$ cat src/design/grain128aead_update_x16_defines.svh
// assertion macros for the grain-128aead sixteen-step keystream core
`ifndef GRAIN128AEAD_UPDATE_X16_DEFINES_SVH
`define GRAIN128AEAD_UPDATE_X16_DEFINES_SVH

// same-cycle implication, checked on every rising edge outside reset
`define G128_ASSERT_NOW(lbl, ante, cons, msg) \
    lbl: assert property (@(posedge clk) disable iff (!rst_n) (ante) |-> (cons)) \
        else $error(msg);

// next-cycle implication, checked on every rising edge outside reset
`define G128_ASSERT_NEXT(lbl, ante, cons, msg) \
    lbl: assert property (@(posedge clk) disable iff (!rst_n) (ante) |=> (cons)) \
        else $error(msg);

`endif

$ cat src/design/g128_pkg.sv
// shared types and constants for the grain-128aead sixteen-step keystream core
`timescale 1ns / 1ps
`default_nettype none

package g128_pkg;

    // one state word, eight words per register
    localparam int WORD_W  = 16;
    localparam int NWORDS  = 8;
    localparam int REG_W   = WORD_W * NWORDS;
    localparam int IDX_W   = 4;

    typedef logic [WORD_W-1:0] word_t;
    typedef logic [REG_W-1:0]  fsr_t;

    typedef enum logic {
        ACT_LOAD  = 1'b0,
        ACT_CLOCK = 1'b1
    } action_t;

    // feedback and pre-output bits of sixteen steps
    typedef struct packed {
        word_t lf;
        word_t nf;
        word_t y;
    } g128_fb_t;

endpackage

`default_nettype wire

$ cat src/design/g128_round.sv
// sixteen parallel steps of the grain-128aead lfsr, nfsr and pre-output functions
`timescale 1ns / 1ps
`default_nettype none

module g128_round
    import g128_pkg::*;
(
    input  wire fsr_t lfsr,
    input  wire fsr_t nfsr,
    output g128_fb_t  fb
);

    // bit t of each term is the tap at time t, so a tap at i is the slice [i +: 16]
    always_comb
    begin
        fb.lf = lfsr[0 +: WORD_W] ^ lfsr[7 +: WORD_W] ^ lfsr[38 +: WORD_W]
              ^ lfsr[70 +: WORD_W] ^ lfsr[81 +: WORD_W] ^ lfsr[96 +: WORD_W];

        fb.nf = lfsr[0 +: WORD_W] ^ nfsr[0 +: WORD_W] ^ nfsr[26 +: WORD_W]
              ^ nfsr[56 +: WORD_W] ^ nfsr[91 +: WORD_W] ^ nfsr[96 +: WORD_W]
              ^ (nfsr[3 +: WORD_W] & nfsr[67 +: WORD_W])
              ^ (nfsr[11 +: WORD_W] & nfsr[13 +: WORD_W])
              ^ (nfsr[17 +: WORD_W] & nfsr[18 +: WORD_W])
              ^ (nfsr[27 +: WORD_W] & nfsr[59 +: WORD_W])
              ^ (nfsr[40 +: WORD_W] & nfsr[48 +: WORD_W])
              ^ (nfsr[61 +: WORD_W] & nfsr[65 +: WORD_W])
              ^ (nfsr[68 +: WORD_W] & nfsr[84 +: WORD_W])
              ^ (nfsr[22 +: WORD_W] & nfsr[24 +: WORD_W] & nfsr[25 +: WORD_W])
              ^ (nfsr[70 +: WORD_W] & nfsr[78 +: WORD_W] & nfsr[82 +: WORD_W])
              ^ (nfsr[88 +: WORD_W] & nfsr[92 +: WORD_W] & nfsr[93 +: WORD_W]
                 & nfsr[95 +: WORD_W]);

        fb.y  = (nfsr[12 +: WORD_W] & lfsr[8 +: WORD_W])
              ^ (lfsr[13 +: WORD_W] & lfsr[20 +: WORD_W])
              ^ (nfsr[95 +: WORD_W] & lfsr[42 +: WORD_W])
              ^ (lfsr[60 +: WORD_W] & lfsr[79 +: WORD_W])
              ^ (nfsr[12 +: WORD_W] & nfsr[95 +: WORD_W] & lfsr[94 +: WORD_W])
              ^ lfsr[93 +: WORD_W]
              ^ nfsr[2 +: WORD_W] ^ nfsr[15 +: WORD_W] ^ nfsr[36 +: WORD_W]
              ^ nfsr[45 +: WORD_W] ^ nfsr[64 +: WORD_W] ^ nfsr[73 +: WORD_W]
              ^ nfsr[89 +: WORD_W];
    end

endmodule

`default_nettype wire
$ cat config.mk
export PLATFORM = sky130hd
export DESIGN_NAME = g128_round
export DESIGN_NICKNAME = d
export VERILOG_FILES = /design/src/design/grain128aead_update_x16_defines.svh /design/src/design/g128_pkg.sv /design/src/design/g128_round.sv
export SDC_FILE = /design/constraint.sdc
export NUM_CORES = 1
export LEC_CHECK = 0
export BUFFER_PORTS_ARGS = -buffer_cell sky130_fd_sc_hd__buf_4
export CORE_MARGIN = 4
export CORE_UTILIZATION = 50
export DETAILED_ROUTE_END_ITERATION = 6
export GPL_TIMING_DRIVEN = 0
export PLACE_DENSITY = 0.9
export SKIP_LAST_GASP = 1
export SLEW_MARGIN = 20
export SYNTH_ARGS = -nofsm -noshare
export SYNTH_HDL_FRONTEND = slang
export SYNTH_SLANG_ARGS = --single-unit
export TNS_END_PERCENT = 5
$ cat constraint.sdc
create_clock -name vclk -period 3.4
set_input_delay 0.17 -clock vclk [all_inputs]
set_output_delay 0.17 -clock vclk [all_outputs]
set_load 0.1 [all_outputs]
# After elaboration in Yosys (flattened, before gate mapping)
# Cells that the tools add are included.
# Widths: inputs -> output; s select.
# word_totals
regBits	0
word_cells	52
# classes
bitwise	52
# ops
operator	n
$xor 16x16->16	32
$and 16x16->16	20

# Longest topological paths before layout
# Gate-level depths: netlist of run 1.
# logic_depth
ltp_word	15
mapped_depth	5
ltp_nobuf	5

# Worst setup path after synthesis of run 1
# No wires, ideal clock.
# synth_path
path_type	input port to output port
start	input port nfsr[74]
end	output port fb[1] (netlist bit)
t_arrival_ps	2581
slack_ps	649
path_stages	5
n_path_buf	1
path_cell_list	buf_4 > xor2_2 > xnor3_1 > xor2_1 > xnor2_1
# synth_lines
item	line	rtl
start: declaration	g128_round.sv:9	input wire fsr_t nfsr,
end: declaration	g128_round.sv:10	output g128_fb_t fb

==> flow_metrics.py, run 1 <==
metrics = {
    "finish": {
        "areaGrowthSynthToFinish_pct": 31.7,
        "nClkBuffers": 0,
        "stdcell_area_um2": 7820,
        "seq_cells": 0,
        "nFillCells": 989,
        "n_antenna_cell": 0,
        "num-nets-final": 1220,
        "drive_gt1_share_pct": 29.0,
        "final_cell_mix": "351 x xnor2_1, 233 x buf_4, 172 x nand2_1",
        "final_util_pct": 67.9,
        "final_common_cell": "xnor2_1",
        "regArea_um2": 0,
        "multiInputGateArea_um2": 5700,
    },
    "floorplan": {
        "die-area_um2": 13700,
        "ioPinCount": 304,
        "die_h_um": 117,
        "initial_core_util_pct": 51.5,
        "die_w_um": 117,
        "rows": 39,
        "core_area_um2": 11500,
    },
    "logic_synthesis": {
        "syn_area_um2": 5930,
        "ys_seq_area_share_pct": 0,
        "yosys.area_share.xor_xnor_pct": 78.3,
        "synth_top_family_by_area": "XOR/XNOR gates",
        "synth_cell_type_count": 17,
        "syn_nets": 991,
        "synthAdderAreaFrac_pct": 0.633,
        "synth-simple-area-share_pct": 16.9,
        "synth-compound-area-share_pct": 0.211,
        "syn_avg_cell_area_um2": 8.11,
        "synthCells": 732,
        "yosysWarningCount": 0,
        "synthMuxAreaShare_pct": 0,
    },
    "place": {
        "portBuffers": 227,
        "dp_slack_ps": 1350,
        "placed_cell_area_um2": 7820,
        "hpwl_um": 22500,
        "gp_congestion": 1.07,
    },
    "timing": {
        "finalSetupTns_ps": 0,
        "setup_viol": 0,
        "fin_ws_ps": 1240,
        "holdWs_ps": 723,
        "max_freq_mhz": 463,
        "finalHoldViolCount": 0,
        "period_minus_slack_ps": 2160,
        "rsz0062_at_grt": "no",
        "fin_crit_sh_pct": 63.6,
        "relSlewSlack_pct": 64.8,
        "tightest_slew_ps": 524,
        "slew_viol_final": 0,
    },
    "route": {
        "ant_nets": 0,
        "drc": 0,
        "drt_iter0_drc": 733,
        "via_count": 6258,
        "firstDrtPassIters": 5,
        "via_per_inst": 5.68,
        "detail_route.wl_per_cell_um": 25.0,
        "routed_wl_um": 27600,
    },
    "clock_tree": {
        "post_cts_buffers": 0,
        "post_cts_resized": 0,
        "cts_hold_buf": 0,
    },
    "worst_setup_path": {
        "worst-path-max-fanout": 10,
        "cp-end-kind": "output port",
        "required_ps": 3230,
        "arrival_ps": 1990,
        "start_kind": "primary input",
        "worstSetupPathType": "in2out",
    },
    "power_and_ir_drop": {
        "p_leak_nw": 3.53,
        "power_density_nw_per_um2": 632,
        "ir_drop_uv": 847,
    },
    "min_path": {
        "min_path_type": "in2out",
        "whs_path_depth": 3,
    },
    "global_routing": {
        "grtUsageTotal_pct": 39.2,
        "grt_pass1_wl_um": 38600,
        "grt_pass1_vias": 6183,
        "grt_max_degree": 11,
        "overflow": 0,
        "antenna_found_initial": 0,
    },
    "flow_run": {
        "drv_cap": 0,
    },
    "run_status": {
        "status": "finished clean",
    },
}
==> metal layers <==
metal | routed length [um] | part of all wire, % | global-route usage [%]
met3 | 3610 | 13 | 9.51
met1 | 10100 | 37 | 49.9
met5 | 0 | 0 | 0
met2 | 12500 | 45 | 64.6
met4 | 1300 | 4.7 | 14.7
==> final timing paths <==
kind                      from      to
worst min-delay path  lfsr[51]  fb[45]
worst max-delay path  nfsr[25]  fb[30]
==> synthesized netlist by cell type <==
cell | count | share of area (%)
xnor2_1 | 351 | 52
nand2_1 | 172 | 11
xnor3_1 | 48 | 18
xor2_1 | 41 | 6.1
nand3_1 | 37 | 3.1
buf_2 | 29 | 2.4
nand4_1 | 16 | 1.7
and2_1 | 10 | 1.1
clkbuf_2 | 7 | 0.59
buf_4 | 6 | 0.76
xor2_2 | 5 | 1.4
ha_1 | 3 | 0.63
xnor2_2 | 3 | 0.82
a21boi_0 | 1 | 0.13
and3b_1 | 1 | 0.15
buf_6 | 1 | 0.19
o21ai_0 | 1 | 0.084
==> metrics by stage <==
stage          std cells  power (mW)
3_3_place_gp        1102        4.88
4_1_cts             1102        4.91
5_1_grt             1102        5.06
2_1_floorplan        732        3.84
6_report            1102        4.94
3_5_place_dp        1102        4.90
==> cell families after synthesis <==
| group | after synthesis |
|---|---|
| fa+ha+maj | 3 |
| simple gates | 236 |
| xor+xnor | 448 |
| buf+inv | 43 |
| compound gates | 2 |
==> power by group <==
part,switching [mW],internal (mW)
sequential,0,0
combinational,3.48,1.46
clock,0,0
==> cell type report <==
cell class	instances	area share (%)
timing repair buffer	227	21.8
multi-input combinational	689	72.9
buffer	43	3.03
tap	143	2.29
==> worst max-delay path, stage by stage <==
cell     delay (ps)
buf_2           320
nand2_1         120
xnor2_1         380
xnor3_1         470
xnor3_1         230
buf_4           290
No activity file was read; power rests on OpenSTA's default activity.
==> inputs of run 2 (changes only) <==
--- a/config.mk
+++ b/config.mk
@@ -5,12 +5,13 @@
 export SDC_FILE = /design/constraint.sdc
 export NUM_CORES = 1
 export LEC_CHECK = 0
+export ABC_AREA = 1
 export BUFFER_PORTS_ARGS = -buffer_cell sky130_fd_sc_hd__buf_4
 export CORE_MARGIN = 4
-export CORE_UTILIZATION = 50
+export CORE_UTILIZATION = 48
 export DETAILED_ROUTE_END_ITERATION = 6
 export GPL_TIMING_DRIVEN = 0
-export PLACE_DENSITY = 0.9
+export PLACE_DENSITY = 0.84
 export SKIP_LAST_GASP = 1
 export SLEW_MARGIN = 20
 export SYNTH_ARGS = -nofsm -noshare
==> constraint.sdc (replaced) <==
create_clock -name vclk -period 1.85
set_input_delay 0.0925 -clock vclk [all_inputs]
set_output_delay 0.0925 -clock vclk [all_outputs]
set_load 0.1 [all_outputs]
==> flow_metrics.py, run 2 <==
metrics = {
    "worst_setup_path": {
        "arrival_ps": 1800,
        "start_kind": "primary input",
        "path_buf_inv": 2,
        "cp_top_family": "XOR/XNOR gates",
        "path_cells": "buf_4, nand2_1, xnor2_1, xor2_1, nand2_1, nand2_1, nand2_1, nand2_1, buf_4",
        "required_ps": 1760,
        "cpPeakStageDelay_ps": 510,
        "cp-end-kind": "output port",
        "worstSetupPathType": "in2out",
        "worst-path-max-fanout": 10,
        "critPathSlowestCell": "xnor2_1",
        "crit_top_cell": "nand2_1",
    },
    "logic_synthesis": {
        "synth_cell_type_count": 25,
        "syn_avg_cell_area_um2": 5.05,
        "syn_area_um2": 8470,
        "synthTopCellsByArea": "nand2_1 34%, xor2_1 15%, xnor2_1 13%",
        "yosys.area_share.xor_xnor_pct": 30.4,
        "synth_most_common_cell": "nand2_1",
        "synth.cells.most_frequent": "769 x nand2_1, 255 x inv_1, 180 x nand3_1",
        "synthMuxAreaShare_pct": 0,
        "syn_nets": 1935,
        "yosysTopAreaCellShare_pct": 34.1,
        "synth-simple-area-share_pct": 51.8,
        "synth_top_area_cell": "nand2_1",
        "yosysWarningCount": 0,
        "synth_top_family_by_area": "simple AND/OR/NAND/NOR gates",
        "synthCells": 1676,
        "synth-compound-area-share_pct": 1.30,
        "synthAdderAreaFrac_pct": 0.443,
        "ys_seq_area_share_pct": 0,
    },
    "floorplan": {
        "core_area_um2": 17300,
        "initial_core_util_pct": 49.0,
        "ioPinCount": 304,
        "die-area_um2": 19800,
        "rows": 48,
        "die_h_um": 141,
        "die_w_um": 141,
    },
    "global_routing": {
        "overflow": 0,
        "antenna_found_initial": 0,
        "grt_pass1_vias": 10000,
        "grt_max_degree": 11,
        "grt_pass1_wl_um": 57800,
        "grtUsageTotal_pct": 38.3,
    },
    "min_path": {
        "min_from": "lfsr[41]",
        "min_path_type": "in2out",
        "whs_path_depth": 4,
        "hold_end": "fb[35]",
    },
    "finish": {
        "final_util_pct": 60.4,
        "seq_cells": 0,
        "num-nets-final": 2162,
        "stdcell_area_um2": 10500,
        "post_layout_nonfiller_instances": 2126,
        "n_antenna_cell": 0,
        "final_common_cell": "nand2_1",
        "nFillCells": 1804,
        "final_cell_mix": "769 x nand2_1, 255 x inv_1, 241 x buf_4",
        "nClkBuffers": 0,
        "regArea_um2": 0,
        "drive_gt1_share_pct": 16.2,
        "areaGrowthSynthToFinish_pct": 23.4,
    },
    "power_and_ir_drop": {
        "power_density_nw_per_um2": 640,
        "finalPower_mw": 6.69,
        "p_leak_nw": 6.54,
        "ir_drop_uv": 1060,
    },
    "run_status": {
        "status": "complete, but fails checks",
        "violations": "negative setup slack",
    },
    "route": {
        "maxUsedRoutingLayer": "met4",
        "routed_wl_um": 40500,
        "drc": 0,
        "ant_nets": 0,
        "via_count": 11400,
        "wl_met2_um": 17700,
        "route.met3.wl_um": 5120,
        "drt-met1-wl_um": 15500,
        "via_per_inst": 5.38,
        "firstDrtPassIters": 6,
        "drt_iter0_drc": 1089,
        "detail_route.wl_per_cell_um": 19.1,
    },
    "place": {
        "placedCellCount": 2126,
        "portBuffers": 225,
        "dp_slack_ps": 5.11,
        "gp_congestion": 1.01,
        "placed_cell_area_um2": 10400,
        "hpwl_um": 33700,
    },
    "timing": {
        "relSlewSlack_pct": 59.5,
        "holdWs_ps": 672,
        "slew_viol_final": 0,
        "period_minus_slack_ps": 1900,
        "rsz0062_at_grt": "yes",
        "max_freq_mhz": 527,
        "tightest_slew_ps": 603,
        "setup_viol": 1,
        "fin_ws_ps": -45.8,
        "finalSetupTns_ps": -45.8,
        "finalHoldViolCount": 0,
        "fin_crit_sh_pct": 102,
    },
    "flow_run": {
        "drv_cap": 0,
    },
    "clock_tree": {
        "post_cts_buffers": 0,
    },
}
-- run 2: cell count changes after synthesis, moves of 7 or more --
cell,change
inv_1,+255
buf_4,+10
xnor3_1,-48
and2_1,-10
nand3b_1,+25
nor2_1,+54
xor2_1,+106
xnor2_1,-230
o21ai_0,+7
buf_6,+12
buf_2,-7
nand3_1,+143
nand2_1,+597
-- run 2: layout make-up --
type,instances,area (um^2),share of cell area [%]
buffer,56,402,3.84
tap,225,282,2.69
timing repair buffer,225,1690,16.2
multi-input combinational,1365,7120,68.1
inverter,255,957,9.16
-- run 2: repair_timing --
action,4_1_cts,5_1_grt
setup endpoints to repair,0,7
resized for setup,0,1
hold buffers,0,0
-- run 2: worst max path at each step --
stage               endpoint  depth (start not counted)  slack [ps]     start
CTS                    fb[5]                         13           5  nfsr[78]
finish                fb[13]                          9         -50  nfsr[25]
floorplan              fb[0]                          8        -520  nfsr[36]
detailed placement     fb[5]                         13           5  nfsr[78]
global placement       fb[5]                         13          60  nfsr[78]
global route          fb[26]                         14         -70  nfsr[94]
-- run 2: kinds of logic (layout without fill, tap and decap cells) --
family / Yosys count / count (layout)
buf+inv: 311 / 536
simple gates: 1062 / 1062
fa+ha+maj: 3 / 3
compound gates: 18 / 18
xor+xnor: 282 / 282
-- run 2: report_power, final --
group          internal [mW]  switching, mW  total (mW)
Combinational           1.79           4.89        6.69
Sequential                 0              0           0
Clock                      0              0           0
-- run 2: metal layers --
metal / vias to the layer above / GRT usage, %
li1: 5455 / -
met5: - / 0
met1: 5129 / 49.9
met2: 714 / 62.8
met4: 0 / 16.1
met3: 139 / 6.11
==> inputs of run 3 (changes only) <==
==> constraint.sdc (replaced) <==
create_clock -name vclk -period 1.52
set_input_delay 0.076 -clock vclk [all_inputs]
set_output_delay 0.076 -clock vclk [all_outputs]
set_load 0.1 [all_outputs]
==> flow_metrics.py, run 3 (synthesis gave the netlist of run 2 again) <==
metrics = {
    "run_status": {
        "status": "complete, but fails checks",
        "violations": "negative setup slack",
    },
    "timing": {
        "fin_ws_ps": -4.55,
        "slew_viol_final": 0,
        "max_freq_mhz": 656,
        "relSlewSlack_pct": 77.3,
        "tightest_slew_ps": 340,
        "finalHoldViolCount": 0,
        "setup_viol": 2,
        "fin_crit_sh_pct": 100,
        "period_minus_slack_ps": 1520,
        "rsz0062_at_grt": "yes",
    },
    "finish": {
        "final_cell_mix": "738 x nand2_1, 248 x inv_1, 205 x buf_4",
        "regArea_um2": 0,
        "areaGrowthSynthToFinish_pct": 34.5,
        "stdcell_area_um2": 11400,
        "drive_gt1_share_pct": 21.1,
        "multiInputGateArea_um2": 7590,
        "n_antenna_cell": 0,
        "seq_cells": 0,
        "final_common_cell": "nand2_1",
        "num-nets-final": 2163,
        "nClkBuffers": 0,
        "nFillCells": 1708,
    },
    "worst_setup_path": {
        "worstSetupPathType": "in2out",
        "path_cells": "buf_4, ha_4, xnor2_2, xor2_1, xnor2_1, nand3_1, nand2_2, buf_12",
        "cp-end-kind": "output port",
        "path_buf_inv": 2,
        "required_ps": 1440,
        "arrival_ps": 1450,
        "critPathSlowestCell": "xor2_1",
        "start_kind": "primary input",
        "cpPeakStageDelay_ps": 230,
        "worst-path-max-fanout": 5,
        "cp_top_family": "XOR/XNOR gates",
    },
    "global_routing": {
        "grtUsageTotal_pct": 38.8,
        "grt_pass1_wl_um": 58500,
        "antenna_found_initial": 0,
        "grt_max_degree": 11,
        "overflow": 0,
        "grt_pass1_vias": 10200,
    },
    "floorplan": {
        "core_area_um2": 17300,
        "die-area_um2": 19800,
        "ioPinCount": 304,
        "die_w_um": 141,
        "initial_core_util_pct": 49.0,
        "die_h_um": 141,
        "rows": 48,
    },
    "place": {
        "portBuffers": 225,
        "placed_cell_area_um2": 10500,
        "hpwl_um": 33600,
        "dp_slack_ps": -237,
        "gp_congestion": 1.01,
    },
    "route": {
        "ant_nets": 0,
        "drt_iter0_drc": 1289,
        "via_count": 11500,
        "via_per_inst": 5.40,
        "firstDrtPassIters": 7,
        "routed_wl_um": 41500,
        "drc": 0,
        "detail_route.wl_per_cell_um": 19.5,
    },
    "power_and_ir_drop": {
        "p_leak_nw": 6.79,
        "ir_drop_uv": 887,
        "power_density_nw_per_um2": 797,
        "finalPower_mw": 9.08,
    },
    "clock_tree": {
        "cts_hold_buf": 0,
    },
    "min_path": {
        "min_path_type": "in2out",
    },
    "flow_run": {
        "drv_cap": 0,
    },
}
[run 3: cell count changes in the layout (fill, tap and decap cells not counted), moves of 12 or more]
cell,before,now
buf_12,0,22
nand2_1,769,738
xor2_2,5,24
buf_4,241,205
nand2_2,3,34
nor2_1,53,39
xor2_1,147,126
clkbuf_4,0,12
buf_2,22,5
[run 3: worst paths after layout]
| kind | startpoint | end | slack (ps) | depth (start not counted) |
|---|---|---|---|---|
| max | lfsr[15] | fb[2] | -5 | 8 |
| min | lfsr[110] | fb[46] | 650 | 4 |
[run 3: metrics by stage]
| stage | hold WS [ps] | std cells | util [%] | setup TNS (ps) |
|---|---|---|---|---|
| 4_1_cts | 652 | 2127 | 61.7 | -1340 |
| 2_1_floorplan | 563 | 1676 | - | -7740 |
| 5_1_grt | 667 | 2127 | 65.8 | -1080 |
| 6_report | 648 | 2127 | 65.8 | -8.01 |
| 3_5_place_dp | 649 | 2126 | 60.9 | -3000 |
| 3_3_place_gp | 644 | 2126 | 60.9 | -2630 |
[run 3: where the power goes]
| group | leakage (nW) | switching [mW] | total, mW | internal (mW) |
|---|---|---|---|---|
| Combinational | 6.79 | 6.22 | 9.08 | 2.86 |
| Clock | 0 | 0 | 0 | 0 |
| Sequential | 0 | 0 | 0 | 0 |
| Total | 6.79 | 6.22 | 9.08 | 2.86 |
[run 3: routing by layer]
layer  GRT usage (%)  vias up  routed length, um
met3            6.14      172               5410
li1                -     5436                  -
met1            49.7     5102              15000
met4            20.6        0               2990
met2            62.4      783              18100
met5               0        -                  0
[run 3: repair_timing]
item | in CTS | in global routing
resized for setup | 33 | 182
buffers inserted | 1 | 1
endpoints found under the setup margin | 29 | 35
pin swaps | 5 | 22
cloned | 0 | 0
[run 3: layout make-up]
cell class,instances,area share (%)
multi-input combinational,1365,66.7
timing repair buffer,227,17.7
inverter,255,8.50
buffer,55,4.67
tap,225,2.47
